==> config.mk <==
export PLATFORM = sky130hd
export DESIGN_NAME = coin_timed_session_controller
export DESIGN_NICKNAME = d
export VERILOG_FILES = /design/src/design/cts_pkg.sv /design/src/design/cts_div.sv /design/src/design/coin_timed_session_controller.sv
export SDC_FILE = /design/constraint.sdc
export NUM_CORES = 1
export LEC_CHECK = 0
export BUFFER_PORTS_ARGS = -buffer_cell sky130_fd_sc_hd__buf_4
export CORE_UTILIZATION = 30
export DETAILED_ROUTE_END_ITERATION = 7
export PLACE_DENSITY = 0.54
export SLEW_MARGIN = 20
export SYNTH_ARGS = -nofsm -noshare
export SYNTH_HDL_FRONTEND = slang
export SYNTH_HIERARCHICAL = 1
export SYNTH_SLANG_ARGS = --single-unit
==> constraint.sdc <==
create_clock -name clk_i -period 4.4 [get_ports clk_i]
set_input_delay 0.88 -clock clk_i [delete_from_list [all_inputs] [get_ports clk_i]]
set_output_delay 0.88 -clock clk_i [all_outputs]
set_load 0.005 [all_outputs]
==> src/design/cts_pkg.sv <==
// shared types, codes and the control store for the coin timed session controller
// no dependencies; used by the top level and the checker
`timescale 1ns / 1ps

package cts_pkg;

  // configuration register indexes
  localparam logic [2:0] CFG_BAHT_PER_MINUTE   = 3'd0;
  localparam logic [2:0] CFG_MULTI_BILL        = 3'd1;
  localparam logic [2:0] CFG_MAX_CREDIT        = 3'd2;
  localparam logic [2:0] CFG_START_COUNTDOWN   = 3'd3;
  localparam logic [2:0] CFG_MACHINE_START_SEC = 3'd4;
  localparam logic [2:0] CFG_MACHINE_THRESHOLD = 3'd5;
  localparam logic [2:0] CFG_MACHINE_ADD_SEC   = 3'd6;
  localparam logic [2:0] CFG_MASSAGE_MODE      = 3'd7;

  // configuration reset values
  localparam logic [7:0]  RST_BAHT_PER_MINUTE   = 8'd2;
  localparam logic        RST_MULTI_BILL        = 1'b1;
  localparam logic [15:0] RST_MAX_CREDIT        = 16'd120;
  localparam logic [7:0]  RST_START_COUNTDOWN   = 8'd10;
  localparam logic [15:0] RST_MACHINE_START_SEC = 16'd2400;
  localparam logic [15:0] RST_MACHINE_THRESHOLD = 16'd1800;
  localparam logic [15:0] RST_MACHINE_ADD_SEC   = 16'd600;
  localparam logic [3:0]  RST_MASSAGE_MODE      = 4'd2;

  // saturation limits
  localparam logic [17:0] SESSION_MAX = 18'h3FFFF;
  localparam logic [15:0] WORD16_MAX  = 16'hFFFF;

  // input command codes
  localparam logic CMD_BILL = 1'b0;
  localparam logic CMD_TICK = 1'b1;

  // phase codes as seen on the result item
  localparam logic [1:0] PH_CODE_RESET = 2'd0;
  localparam logic [1:0] PH_CODE_IDLE  = 2'd1;
  localparam logic [1:0] PH_CODE_START = 2'd2;
  localparam logic [1:0] PH_CODE_RUN   = 2'd3;

  // remote action codes
  localparam logic [2:0] ACT_NONE       = 3'd0;
  localparam logic [2:0] ACT_HARD_RESET = 3'd1;
  localparam logic [2:0] ACT_START      = 3'd2;
  localparam logic [2:0] ACT_ADD        = 3'd3;
  localparam logic [2:0] ACT_END        = 3'd4;

  typedef enum logic [3:0] {
    PH_RESET = 4'b0001,
    PH_IDLE  = 4'b0010,
    PH_START = 4'b0100,
    PH_RUN   = 4'b1000
  } phase_e;

  typedef struct packed {
    logic       command;
    logic [9:0] bill_amount;
  } in_item_t;

  typedef struct packed {
    logic [1:0]  phase;
    logic [2:0]  remote_action;
    logic [3:0]  remote_mode;
    logic        inhibit;
    logic [17:0] session_seconds;
    logic [7:0]  start_seconds;
    logic [15:0] credit_total;
  } out_item_t;

  // datapath operations
  typedef enum logic [3:0] {
    OP_NOP,
    OP_CREDIT,
    OP_DIV_START,
    OP_SECS,
    OP_CLEAR_HR,
    OP_START_DEC,
    OP_GO,
    OP_SESS_DEC,
    OP_MACH_DEC,
    OP_ADD_TIME,
    OP_CLEAR_END
  } op_e;

  // jump conditions
  typedef enum logic [3:0] {
    C_NEVER,
    C_ALWAYS,
    C_TICK,
    C_INHIBIT,
    C_DIV_BUSY,
    C_PH_RESET,
    C_PH_START,
    C_PH_RUN,
    C_START_ZERO,
    C_SESS_ZERO,
    C_MACH_LIVE,
    C_EXTEND
  } cond_e;

  localparam int unsigned PC_W = 5;

  typedef struct packed {
    op_e             op;
    cond_e           cond;
    logic            inv;
    logic [PC_W-1:0] target;
    logic            last;
  } uword_t;

  // program entry points
  localparam logic [PC_W-1:0] A_ENTRY     = 5'd0;
  localparam logic [PC_W-1:0] A_DIV_WAIT  = 5'd4;
  localparam logic [PC_W-1:0] A_TICK      = 5'd6;
  localparam logic [PC_W-1:0] A_HARD      = 5'd10;
  localparam logic [PC_W-1:0] A_START     = 5'd11;
  localparam logic [PC_W-1:0] A_RUN       = 5'd14;
  localparam logic [PC_W-1:0] A_END       = 5'd20;
  localparam logic [PC_W-1:0] A_DONE      = 5'd21;

  function automatic uword_t mk(op_e op, cond_e cond, logic inv,
                                logic [PC_W-1:0] target, logic last);
    uword_t w;
    w.op     = op;
    w.cond   = cond;
    w.inv    = inv;
    w.target = target;
    w.last   = last;
    return w;
  endfunction

  // control store
  function automatic uword_t rom_word(logic [PC_W-1:0] addr);
    uword_t w;
    unique case (addr)
      // dispatch on command, bill path
      5'd0:  w = mk(OP_NOP,       C_TICK,       1'b0, A_TICK,     1'b0);
      5'd1:  w = mk(OP_NOP,       C_INHIBIT,    1'b0, A_DONE,     1'b0);
      5'd2:  w = mk(OP_CREDIT,    C_NEVER,      1'b0, A_DONE,     1'b0);
      5'd3:  w = mk(OP_DIV_START, C_NEVER,      1'b0, A_DONE,     1'b0);
      5'd4:  w = mk(OP_NOP,       C_DIV_BUSY,   1'b0, A_DIV_WAIT, 1'b0);
      5'd5:  w = mk(OP_SECS,      C_ALWAYS,     1'b0, A_DONE,     1'b0);
      // tick dispatch on phase
      5'd6:  w = mk(OP_NOP,       C_PH_RESET,   1'b0, A_HARD,     1'b0);
      5'd7:  w = mk(OP_NOP,       C_PH_START,   1'b0, A_START,    1'b0);
      5'd8:  w = mk(OP_NOP,       C_PH_RUN,     1'b0, A_RUN,      1'b0);
      5'd9:  w = mk(OP_NOP,       C_ALWAYS,     1'b0, A_DONE,     1'b0);
      5'd10: w = mk(OP_CLEAR_HR,  C_ALWAYS,     1'b0, A_DONE,     1'b0);
      // start countdown
      5'd11: w = mk(OP_START_DEC, C_NEVER,      1'b0, A_DONE,     1'b0);
      5'd12: w = mk(OP_NOP,       C_START_ZERO, 1'b1, A_DONE,     1'b0);
      5'd13: w = mk(OP_GO,        C_ALWAYS,     1'b0, A_DONE,     1'b0);
      // running
      5'd14: w = mk(OP_SESS_DEC,  C_NEVER,      1'b0, A_DONE,     1'b0);
      5'd15: w = mk(OP_NOP,       C_SESS_ZERO,  1'b0, A_END,      1'b0);
      5'd16: w = mk(OP_NOP,       C_MACH_LIVE,  1'b1, A_DONE,     1'b0);
      5'd17: w = mk(OP_MACH_DEC,  C_NEVER,      1'b0, A_DONE,     1'b0);
      5'd18: w = mk(OP_NOP,       C_EXTEND,     1'b1, A_DONE,     1'b0);
      5'd19: w = mk(OP_ADD_TIME,  C_ALWAYS,     1'b0, A_DONE,     1'b0);
      5'd20: w = mk(OP_CLEAR_END, C_ALWAYS,     1'b0, A_DONE,     1'b0);
      default: w = mk(OP_NOP,     C_NEVER,      1'b0, A_DONE,     1'b1);
    endcase
    return w;
  endfunction

  function automatic logic [1:0] phase_code(phase_e ph);
    logic [1:0] c;
    unique case (ph)
      PH_RESET: c = PH_CODE_RESET;
      PH_IDLE:  c = PH_CODE_IDLE;
      PH_START: c = PH_CODE_START;
      PH_RUN:   c = PH_CODE_RUN;
      default:  c = PH_CODE_RESET;
    endcase
    return c;
  endfunction

endpackage

==> src/design/cts_div.sv <==
// serial restoring divider, one quotient bit per cycle
// standalone, no package use
`timescale 1ns / 1ps

module cts_div (
  input  logic       clk_i,
  input  logic       rst_ni,
  input  logic       start_i,
  input  logic [9:0] dividend_i,
  input  logic [7:0] divisor_i,
  output logic       busy_o,
  output logic [9:0] quotient_o
);

  logic [3:0] cnt_q, cnt_d;
  logic [7:0] rem_q, rem_d;
  logic [9:0] quo_q, quo_d;
  logic [7:0] dvs_q, dvs_d;
  logic [8:0] trial;
  logic       fits;

  assign trial = {rem_q, quo_q[9]};
  assign fits  = trial >= {1'b0, dvs_q};

  always_comb begin
    cnt_d = cnt_q;
    rem_d = rem_q;
    quo_d = quo_q;
    dvs_d = dvs_q;
    if (start_i) begin
      cnt_d = 4'd10;
      rem_d = '0;
      quo_d = dividend_i;
      dvs_d = divisor_i;
    end else if (cnt_q != 4'd0) begin
      cnt_d = cnt_q - 4'd1;
      // remainder stays below the divisor, so it fits in eight bits
      rem_d = fits ? 8'(trial - {1'b0, dvs_q}) : trial[7:0];
      quo_d = {quo_q[8:0], fits};
    end
  end

  always_ff @(posedge clk_i or negedge rst_ni) begin
    if (!rst_ni) begin
      cnt_q <= '0;
    end else begin
      cnt_q <= cnt_d;
    end
  end

  always_ff @(posedge clk_i) begin
    rem_q <= rem_d;
    quo_q <= quo_d;
    dvs_q <= dvs_d;
  end

  assign busy_o     = cnt_q != 4'd0;
  assign quotient_o = quo_q;

endmodule

==> src/design/coin_timed_session_controller.sv <==
// coin timed session controller top level: microcoded sequencer and datapath
// depends on cts_pkg and cts_div
`timescale 1ns / 1ps
// sequence: an accepted bill is credited, divided by the rate and turned into seconds
//   before the result register loads; a refused bill skips to the final step; ticks branch on the phase
// items: one item at a time; the next item is taken the cycle after the result is
//   loaded, so an accepted bill spends most of its time on the serial divider
// reset: asynchronous, active low; configuration returns to its defaults, the block
//   sits in the reset phase with the acceptor inhibited and no memory to clear

module coin_timed_session_controller (
  input  logic               clk_i,
  input  logic               rst_ni,
  // input items
  input  logic               in_valid_i,
  output logic               in_stall_o,
  input  cts_pkg::in_item_t  in_data_i,
  // result items
  output logic               out_valid_o,
  input  logic               out_stall_i,
  output cts_pkg::out_item_t out_data_o,
  // configuration writes
  input  logic               cfg_valid_i,
  output logic               cfg_ready_o,
  input  logic [2:0]         cfg_index_i,
  input  logic [15:0]        cfg_data_i
);

  // configuration registers
  logic [7:0]  bpm_q;
  logic        multi_q;
  logic [15:0] max_credit_q;
  logic [7:0]  start_cd_q;
  logic [15:0] mach_start_q;
  logic [15:0] mach_thr_q;
  logic [15:0] mach_add_q;
  logic [3:0]  mode_q;

  // session state
  cts_pkg::phase_e phase_q, phase_d;
  logic [17:0] session_q, session_d;
  logic [7:0]  start_q, start_d;
  logic [15:0] machine_q, machine_d;
  logic        active_q, active_d;
  logic [15:0] credit_q, credit_d;
  logic        inhibit_q, inhibit_d;
  logic [2:0]  action_q, action_d;

  // sequencer
  logic                     busy_q, busy_d;
  logic [cts_pkg::PC_W-1:0] pc_q, pc_d;
  logic                     cmd_q;
  logic [9:0]               amount_q;
  cts_pkg::uword_t          uw;
  logic                     cond_raw;
  logic                     take_jump;
  logic                     in_accept;
  logic                     emit;

  // result register
  logic               out_valid_q, out_valid_d;
  cts_pkg::out_item_t out_q;

  // divider
  logic       div_start;
  logic       div_busy;
  logic [9:0] quotient;
  logic [7:0] divisor;

  // arithmetic
  logic [16:0] credit_sum;
  logic [15:0] credit_sat;
  logic [15:0] secs;
  logic [18:0] session_sum;
  logic [16:0] machine_sum;
  logic [17:0] session_dec;
  logic [15:0] machine_dec;

  // configuration is taken whenever offered; it must only arrive while idle, which the block does not enforce
  assign cfg_ready_o = 1'b1;

  always_ff @(posedge clk_i or negedge rst_ni) begin
    if (!rst_ni) begin
      bpm_q        <= cts_pkg::RST_BAHT_PER_MINUTE;
      multi_q      <= cts_pkg::RST_MULTI_BILL;
      max_credit_q <= cts_pkg::RST_MAX_CREDIT;
      start_cd_q   <= cts_pkg::RST_START_COUNTDOWN;
      mach_start_q <= cts_pkg::RST_MACHINE_START_SEC;
      mach_thr_q   <= cts_pkg::RST_MACHINE_THRESHOLD;
      mach_add_q   <= cts_pkg::RST_MACHINE_ADD_SEC;
      mode_q       <= cts_pkg::RST_MASSAGE_MODE;
    end else if (cfg_valid_i && cfg_ready_o) begin
      unique case (cfg_index_i)
        cts_pkg::CFG_BAHT_PER_MINUTE:   bpm_q        <= cfg_data_i[7:0];
        cts_pkg::CFG_MULTI_BILL:        multi_q      <= cfg_data_i[0];
        cts_pkg::CFG_MAX_CREDIT:        max_credit_q <= cfg_data_i;
        cts_pkg::CFG_START_COUNTDOWN:   start_cd_q   <= cfg_data_i[7:0];
        cts_pkg::CFG_MACHINE_START_SEC: mach_start_q <= cfg_data_i;
        cts_pkg::CFG_MACHINE_THRESHOLD: mach_thr_q   <= cfg_data_i;
        cts_pkg::CFG_MACHINE_ADD_SEC:   mach_add_q   <= cfg_data_i;
        cts_pkg::CFG_MASSAGE_MODE:      mode_q       <= cfg_data_i[3:0];
        default: ;
      endcase
    end
  end

  // a rate of zero divides as one
  assign divisor = (bpm_q == 8'd0) ? 8'd1 : bpm_q;

  cts_div u_cts_div (
    .clk_i      (clk_i),
    .rst_ni     (rst_ni),
    .start_i    (div_start),
    .dividend_i (amount_q),
    .divisor_i  (divisor),
    .busy_o     (div_busy),
    .quotient_o (quotient)
  );

  // control word for the current step
  assign uw        = cts_pkg::rom_word(pc_q);
  assign in_stall_o = busy_q;
  assign in_accept = in_valid_i && !busy_q;
  // the final step waits while an earlier result is still held
  assign emit      = busy_q && uw.last && !(out_valid_q && out_stall_i);
  assign div_start = busy_q && (uw.op == cts_pkg::OP_DIV_START);

  always_comb begin
    unique case (uw.cond)
      cts_pkg::C_NEVER:      cond_raw = 1'b0;
      cts_pkg::C_ALWAYS:     cond_raw = 1'b1;
      cts_pkg::C_TICK:       cond_raw = cmd_q == cts_pkg::CMD_TICK;
      cts_pkg::C_INHIBIT:    cond_raw = inhibit_q;
      cts_pkg::C_DIV_BUSY:   cond_raw = div_busy;
      cts_pkg::C_PH_RESET:   cond_raw = phase_q == cts_pkg::PH_RESET;
      cts_pkg::C_PH_START:   cond_raw = phase_q == cts_pkg::PH_START;
      cts_pkg::C_PH_RUN:     cond_raw = phase_q == cts_pkg::PH_RUN;
      cts_pkg::C_START_ZERO: cond_raw = start_q == 8'd0;
      cts_pkg::C_SESS_ZERO:  cond_raw = session_q == 18'd0;
      cts_pkg::C_MACH_LIVE:  cond_raw = active_q && (machine_q != 16'd0);
      // extension: machine time at the threshold and enough session left
      cts_pkg::C_EXTEND:     cond_raw = (machine_q == mach_thr_q) &&
                                        (session_q >= {2'b00, mach_thr_q});
      default:               cond_raw = 1'b0;
    endcase
  end

  assign take_jump = cond_raw ^ uw.inv;

  // step counter
  always_comb begin
    busy_d = busy_q;
    pc_d   = pc_q;
    if (in_accept) begin
      busy_d = 1'b1;
      pc_d   = cts_pkg::A_ENTRY;
    end else if (busy_q) begin
      if (uw.last) begin
        if (emit) begin
          busy_d = 1'b0;
          pc_d   = cts_pkg::A_ENTRY;
        end
      end else if (take_jump) begin
        pc_d = uw.target;
      end else begin
        pc_d = pc_q + 5'd1;
      end
    end
  end

  // datapath arithmetic
  assign credit_sum  = {1'b0, credit_q} + {7'd0, amount_q};
  assign credit_sat  = credit_sum[16] ? cts_pkg::WORD16_MAX : credit_sum[15:0];
  // quotient times sixty as two shifts, plus the extra second
  assign secs        = 16'({quotient, 6'd0} - {4'd0, quotient, 2'd0}) + 16'd1;
  assign session_sum = {1'b0, session_q} + {3'd0, secs};
  assign machine_sum = {1'b0, machine_q} + {1'b0, mach_add_q};
  assign session_dec = (session_q != 18'd0) ? session_q - 18'd1 : session_q;
  assign machine_dec = machine_q - 16'd1;

  always_comb begin
    phase_d   = phase_q;
    session_d = session_q;
    start_d   = start_q;
    machine_d = machine_q;
    active_d  = active_q;
    credit_d  = credit_q;
    inhibit_d = inhibit_q;
    action_d  = action_q;
    if (in_accept) begin
      action_d = cts_pkg::ACT_NONE;
    end else if (busy_q) begin
      unique case (uw.op)
        cts_pkg::OP_NOP, cts_pkg::OP_DIV_START: ;
        cts_pkg::OP_CREDIT: begin
          credit_d = credit_sat;
          if (!multi_q || (credit_sat >= max_credit_q)) begin
            inhibit_d = 1'b1;
          end
          start_d = start_cd_q;
        end
        cts_pkg::OP_SECS: begin
          session_d = (session_sum > {1'b0, cts_pkg::SESSION_MAX}) ?
                      cts_pkg::SESSION_MAX : session_sum[17:0];
          if (phase_q == cts_pkg::PH_IDLE) begin
            phase_d = cts_pkg::PH_START;
          end
        end
        cts_pkg::OP_CLEAR_HR, cts_pkg::OP_CLEAR_END: begin
          session_d = '0;
          start_d   = '0;
          machine_d = '0;
          active_d  = 1'b0;
          credit_d  = '0;
          inhibit_d = 1'b0;
          phase_d   = cts_pkg::PH_IDLE;
          action_d  = (uw.op == cts_pkg::OP_CLEAR_HR) ? cts_pkg::ACT_HARD_RESET :
                                                      cts_pkg::ACT_END;
        end
        cts_pkg::OP_START_DEC: begin
          if (start_q != 8'd0) begin
            start_d = start_q - 8'd1;
          end
        end
        cts_pkg::OP_GO: begin
          inhibit_d = 1'b1;
          machine_d = mach_start_q;
          active_d  = 1'b1;
          phase_d   = cts_pkg::PH_RUN;
          action_d  = cts_pkg::ACT_START;
        end
        cts_pkg::OP_SESS_DEC: session_d = session_dec;
        cts_pkg::OP_MACH_DEC: machine_d = machine_dec;
        cts_pkg::OP_ADD_TIME: begin
          machine_d = machine_sum[16] ? cts_pkg::WORD16_MAX : machine_sum[15:0];
          action_d  = cts_pkg::ACT_ADD;
        end
        default: ;
      endcase
    end
  end

  always_ff @(posedge clk_i or negedge rst_ni) begin
    if (!rst_ni) begin
      phase_q   <= cts_pkg::PH_RESET;
      session_q <= '0;
      start_q   <= '0;
      machine_q <= '0;
      active_q  <= 1'b0;
      credit_q  <= '0;
      inhibit_q <= 1'b1;
      action_q  <= cts_pkg::ACT_NONE;
      busy_q    <= 1'b0;
      pc_q      <= cts_pkg::A_ENTRY;
    end else begin
      phase_q   <= phase_d;
      session_q <= session_d;
      start_q   <= start_d;
      machine_q <= machine_d;
      active_q  <= active_d;
      credit_q  <= credit_d;
      inhibit_q <= inhibit_d;
      action_q  <= action_d;
      busy_q    <= busy_d;
      pc_q      <= pc_d;
    end
  end

  // captured item fields
  always_ff @(posedge clk_i) begin
    if (in_accept) begin
      cmd_q    <= in_data_i.command;
      amount_q <= in_data_i.bill_amount;
    end
  end

  // result register, loaded by the final step of the program
  always_comb begin
    out_valid_d = out_valid_q;
    if (out_valid_q && !out_stall_i) begin
      out_valid_d = 1'b0;
    end
    if (emit) begin
      out_valid_d = 1'b1;
    end
  end

  always_ff @(posedge clk_i or negedge rst_ni) begin
    if (!rst_ni) begin
      out_valid_q <= 1'b0;
    end else begin
      out_valid_q <= out_valid_d;
    end
  end

  always_ff @(posedge clk_i) begin
    if (emit) begin
      out_q.phase           <= cts_pkg::phase_code(phase_q);
      out_q.remote_action   <= action_q;
      out_q.remote_mode     <= (action_q == cts_pkg::ACT_START) ? mode_q : 4'd0;
      out_q.inhibit         <= inhibit_q;
      out_q.session_seconds <= session_q;
      out_q.start_seconds   <= start_q;
      out_q.credit_total    <= credit_q;
    end
  end

  assign out_valid_o = out_valid_q;
  assign out_data_o  = out_q;

endmodule

==> impl_metrics.yaml <==
placed_design:
  dp.cells: 2193
  gp_congestion: 0.948
  placed_area_sq_um: 16500
  port_buffers: 88
  dp_hpwl_mm: 30.8
  detailedPlace.worstSlack_ns: 0.179
synth:
  synth_cell_type_count: 86
  synth-main-ff-cell: "dfrtp_1"
  syn_nets: 1611
  synth_top_area_share: 0.233
  yosys_warnings: 6
  yosysMostFrequentCell: "dfrtp_1"
  netlist_instances: 1473
  synth-async-reset-ratio: 0.647
  ys_ff_latch: 252
  syn-cell-area_sq_um: 15000
  synth.top_cells.by_count: "dfrtp_1 (140), nand2_1 (101), ha_1 (100)"
  synth.avg_cell_area_sq_um: 10.2
  yosysSeqAreaShare: 0.446
  synth_top_area_cell: "dfrtp_1"
  synth_edf_count: 81
  synth.area.top_cells: "dfrtp_1 (23%), edfxtp_1 (16%), ha_1 (8.3%)"
critical_path:
  path_class: "flop to flop"
  r2r_start: "u_cts_div/quotient_o[0]"
  path_max_fanout: 9
  rr_worst_depth: 18
  timing.rr.end: "session_q[2]"
  cp-startpoint: "u_cts_div/quotient_o[0]"
  worstPathArrival_ns: 4.56
  r2r_slack_ns: 0.28
  critPathLaunchType: "flop"
  critPathCaptureType: "flop"
  cp.required_ns: 4.85
grt:
  track_usage: 0.168
  grt_pass1_vias: 11700
  grt_pass1_wl_mm: 67.2
  antenna_found_initial: 0
  grt_overflow: 0
  grt_max_degree: 89
floorplan:
  dieArea_sq_um: 51000
  floorplan.initialDensity: 0.306
  core_area_sq_um: 49200
  io_pins: 90
  rows: 81
  die_w_um: 226
  die_h_um: 226
timing:
  finClkSkew_ns: 0.0107
  postLayoutSetupSlackWorst_ns: 0.285
  finalHoldViolCount: 0
  period_minus_slack_ns: 4.12
  max_clock_freq_ghz: 0.243
  setup_viol: 0
  tightest_slew_ns: 1.01
  final_max_slew_viol_count: 0
  tns_ns: 0
  finalCritPeriodShare: 0.935
  relSlewSlack: 0.319
  rsz0062_at_grt: "false"
cts:
  cts_root_buffer: "clkbuf_16"
  cts_sinks: 252
  clockBufferDepth: 3
  path_clk_slew_ns: 0.06
  hold_buffers: 0
  cts_buffers: 30
  post-cts-setup-buffers: 0
  cts_resized: 0
  clock_latency_ns: 0.57
  cts_tree: "built"
  cts_max_level: 1
drt:
  dr.pass1.iters: 5
  drc_errors: 0
  wl_per_cell_um: 18.9
  vias: 11700
  ant_nets: 0
  wirelength_mm: 42.4
  first_iter_violations: 755
  avgViaCountPerCell: 5.21
power_and_ir_drop:
  cellPowerDensity_nw_per_um2: 865
  p_leak_nw: 7.39
  peakVddDrop_uv: 350
final_layout:
  finalNetCount: 1699
  drive_gt1_frac: 0.192
  stdcell_count: 2249
  final_area_sq_um: 17500
  area_growth_syn_to_layout_pct: 16.7
  diodes: 0
min_path:
  hold_path.class: "primary input to async pin"
run:
  drv_cap: 0
outcome:
  outcome: "completed"
## placed cells by master, fill, tap and decap left out, drive strengths merged, types with 18 or more instances in the layout
cell	count
dfrtp	140
nor2b	18
clkbuf	34
mux2	84
a21o	21
a21oi	100
buf	113
o21ai	91
nand2	101
nor2	99
o21a	19
nand3	29
inv	89
ha	100
xor2	32
nor3	41
xnor2	48
nand2b	21
a22o	19
dfstp	23
edfxtp	81
## state kept, by name, indices dropped and copies added (netlist names), 3 cells and up
register and count:
mode_q 4, u_cts_div/cnt_q 4, mach_thr_q 16, max_credit_q 16, credit_q 16, out_data_o 52, u_cts_div/dvs_q 8, start_q 8
u_cts_div/quotient_o 10, amount_q 10, pc_q 5, session_q 18, bpm_q 8, mach_start_q 16, phase_q 4, action_q 3
machine_q 16, start_cd_q 8, u_cts_div/rem_q 8, mach_add_q 16
## worst max-delay path by stage
stage	to	slack (ns)	cells past startpoint
CTS	session_q[2]	0.16	18
finish	session_q[2]	0.28	18
global route	session_q[16]	0.02	19
floorplan	out_data_o[0]	0.23	7
detailed placement	session_q[2]	0.18	18
global placement	session_q[2]	0.25	18
## final cells by class
class	count	area, sq um
sequential	252	6700
clock inverter	22	178
inverter	89	334
timing repair buffer	113	877
fill	4984	31600
multi-input combinational	1075	7820
tap	664	831
clock buffer	34	787
## critical path, stage by stage, from the launching register on
cell and delay (ns):
edfxtp_1 0.49, ha_1 0.40, a31o_2 0.22, a21o_1 0.20, a21oi_1 0.15, o21bai_1 0.10
a21o_1 0.20, a21oi_1 0.18, xnor2_1 0.15, ha_1 0.29, or2_2 0.30, a21oi_1 0.15
inv_1 0.09, a41oi_2 0.21, nand2b_1 0.17, nor2_2 0.10, or3_1 0.36, a21oi_1 0.15
a21oi_1 0.06
## report_power, final
group          switching, mW  total, mW  internal [mW]
Combinational           4.73       8.42           3.69
Sequential             0.948       4.30           3.35
Clock                   1.04       2.44           1.40
## routing by layer
metal  track usage  part of all wire  up-vias
met5             0                 0        -
met4        0.0564             0.027        0
met3        0.0213             0.038       69
met2         0.274              0.47      249
met1         0.228              0.47     5817
li1              -                 -     5591
## stage by stage
stage / power (mW) / hold WS, ns / util
final: 15.2 / 0.399 / 0.356
after global routing: 16.4 / 0.459 / 0.356
after CTS: 15.1 / 0.442 / 0.356
after detailed placement: 12.6 / 0.463 / 0.336
after global placement: 12.5 / 0.457 / 0.336
after floorplan: 10.2 / 0.442 / -
## cell families (layout without fill, tap and decap cells)
logic type / Yosys count / in the layout / share of synthesized area
adders and majority gates: 103 / 103 / 0.0873
other: 1 / 1 / 0.000250
buffers and inverters: 146 / 258 / 0.0375
DFF: 252 / 252 / 0.446
and+or+nand+nor: 404 / 404 / 0.136
AOI/OAI and AO/OA: 397 / 397 / 0.179
xor gates and xnor gates: 80 / 80 / 0.0472
muxes: 90 / 90 / 0.0670
Note: power is estimated with default switching activity, not from simulation.
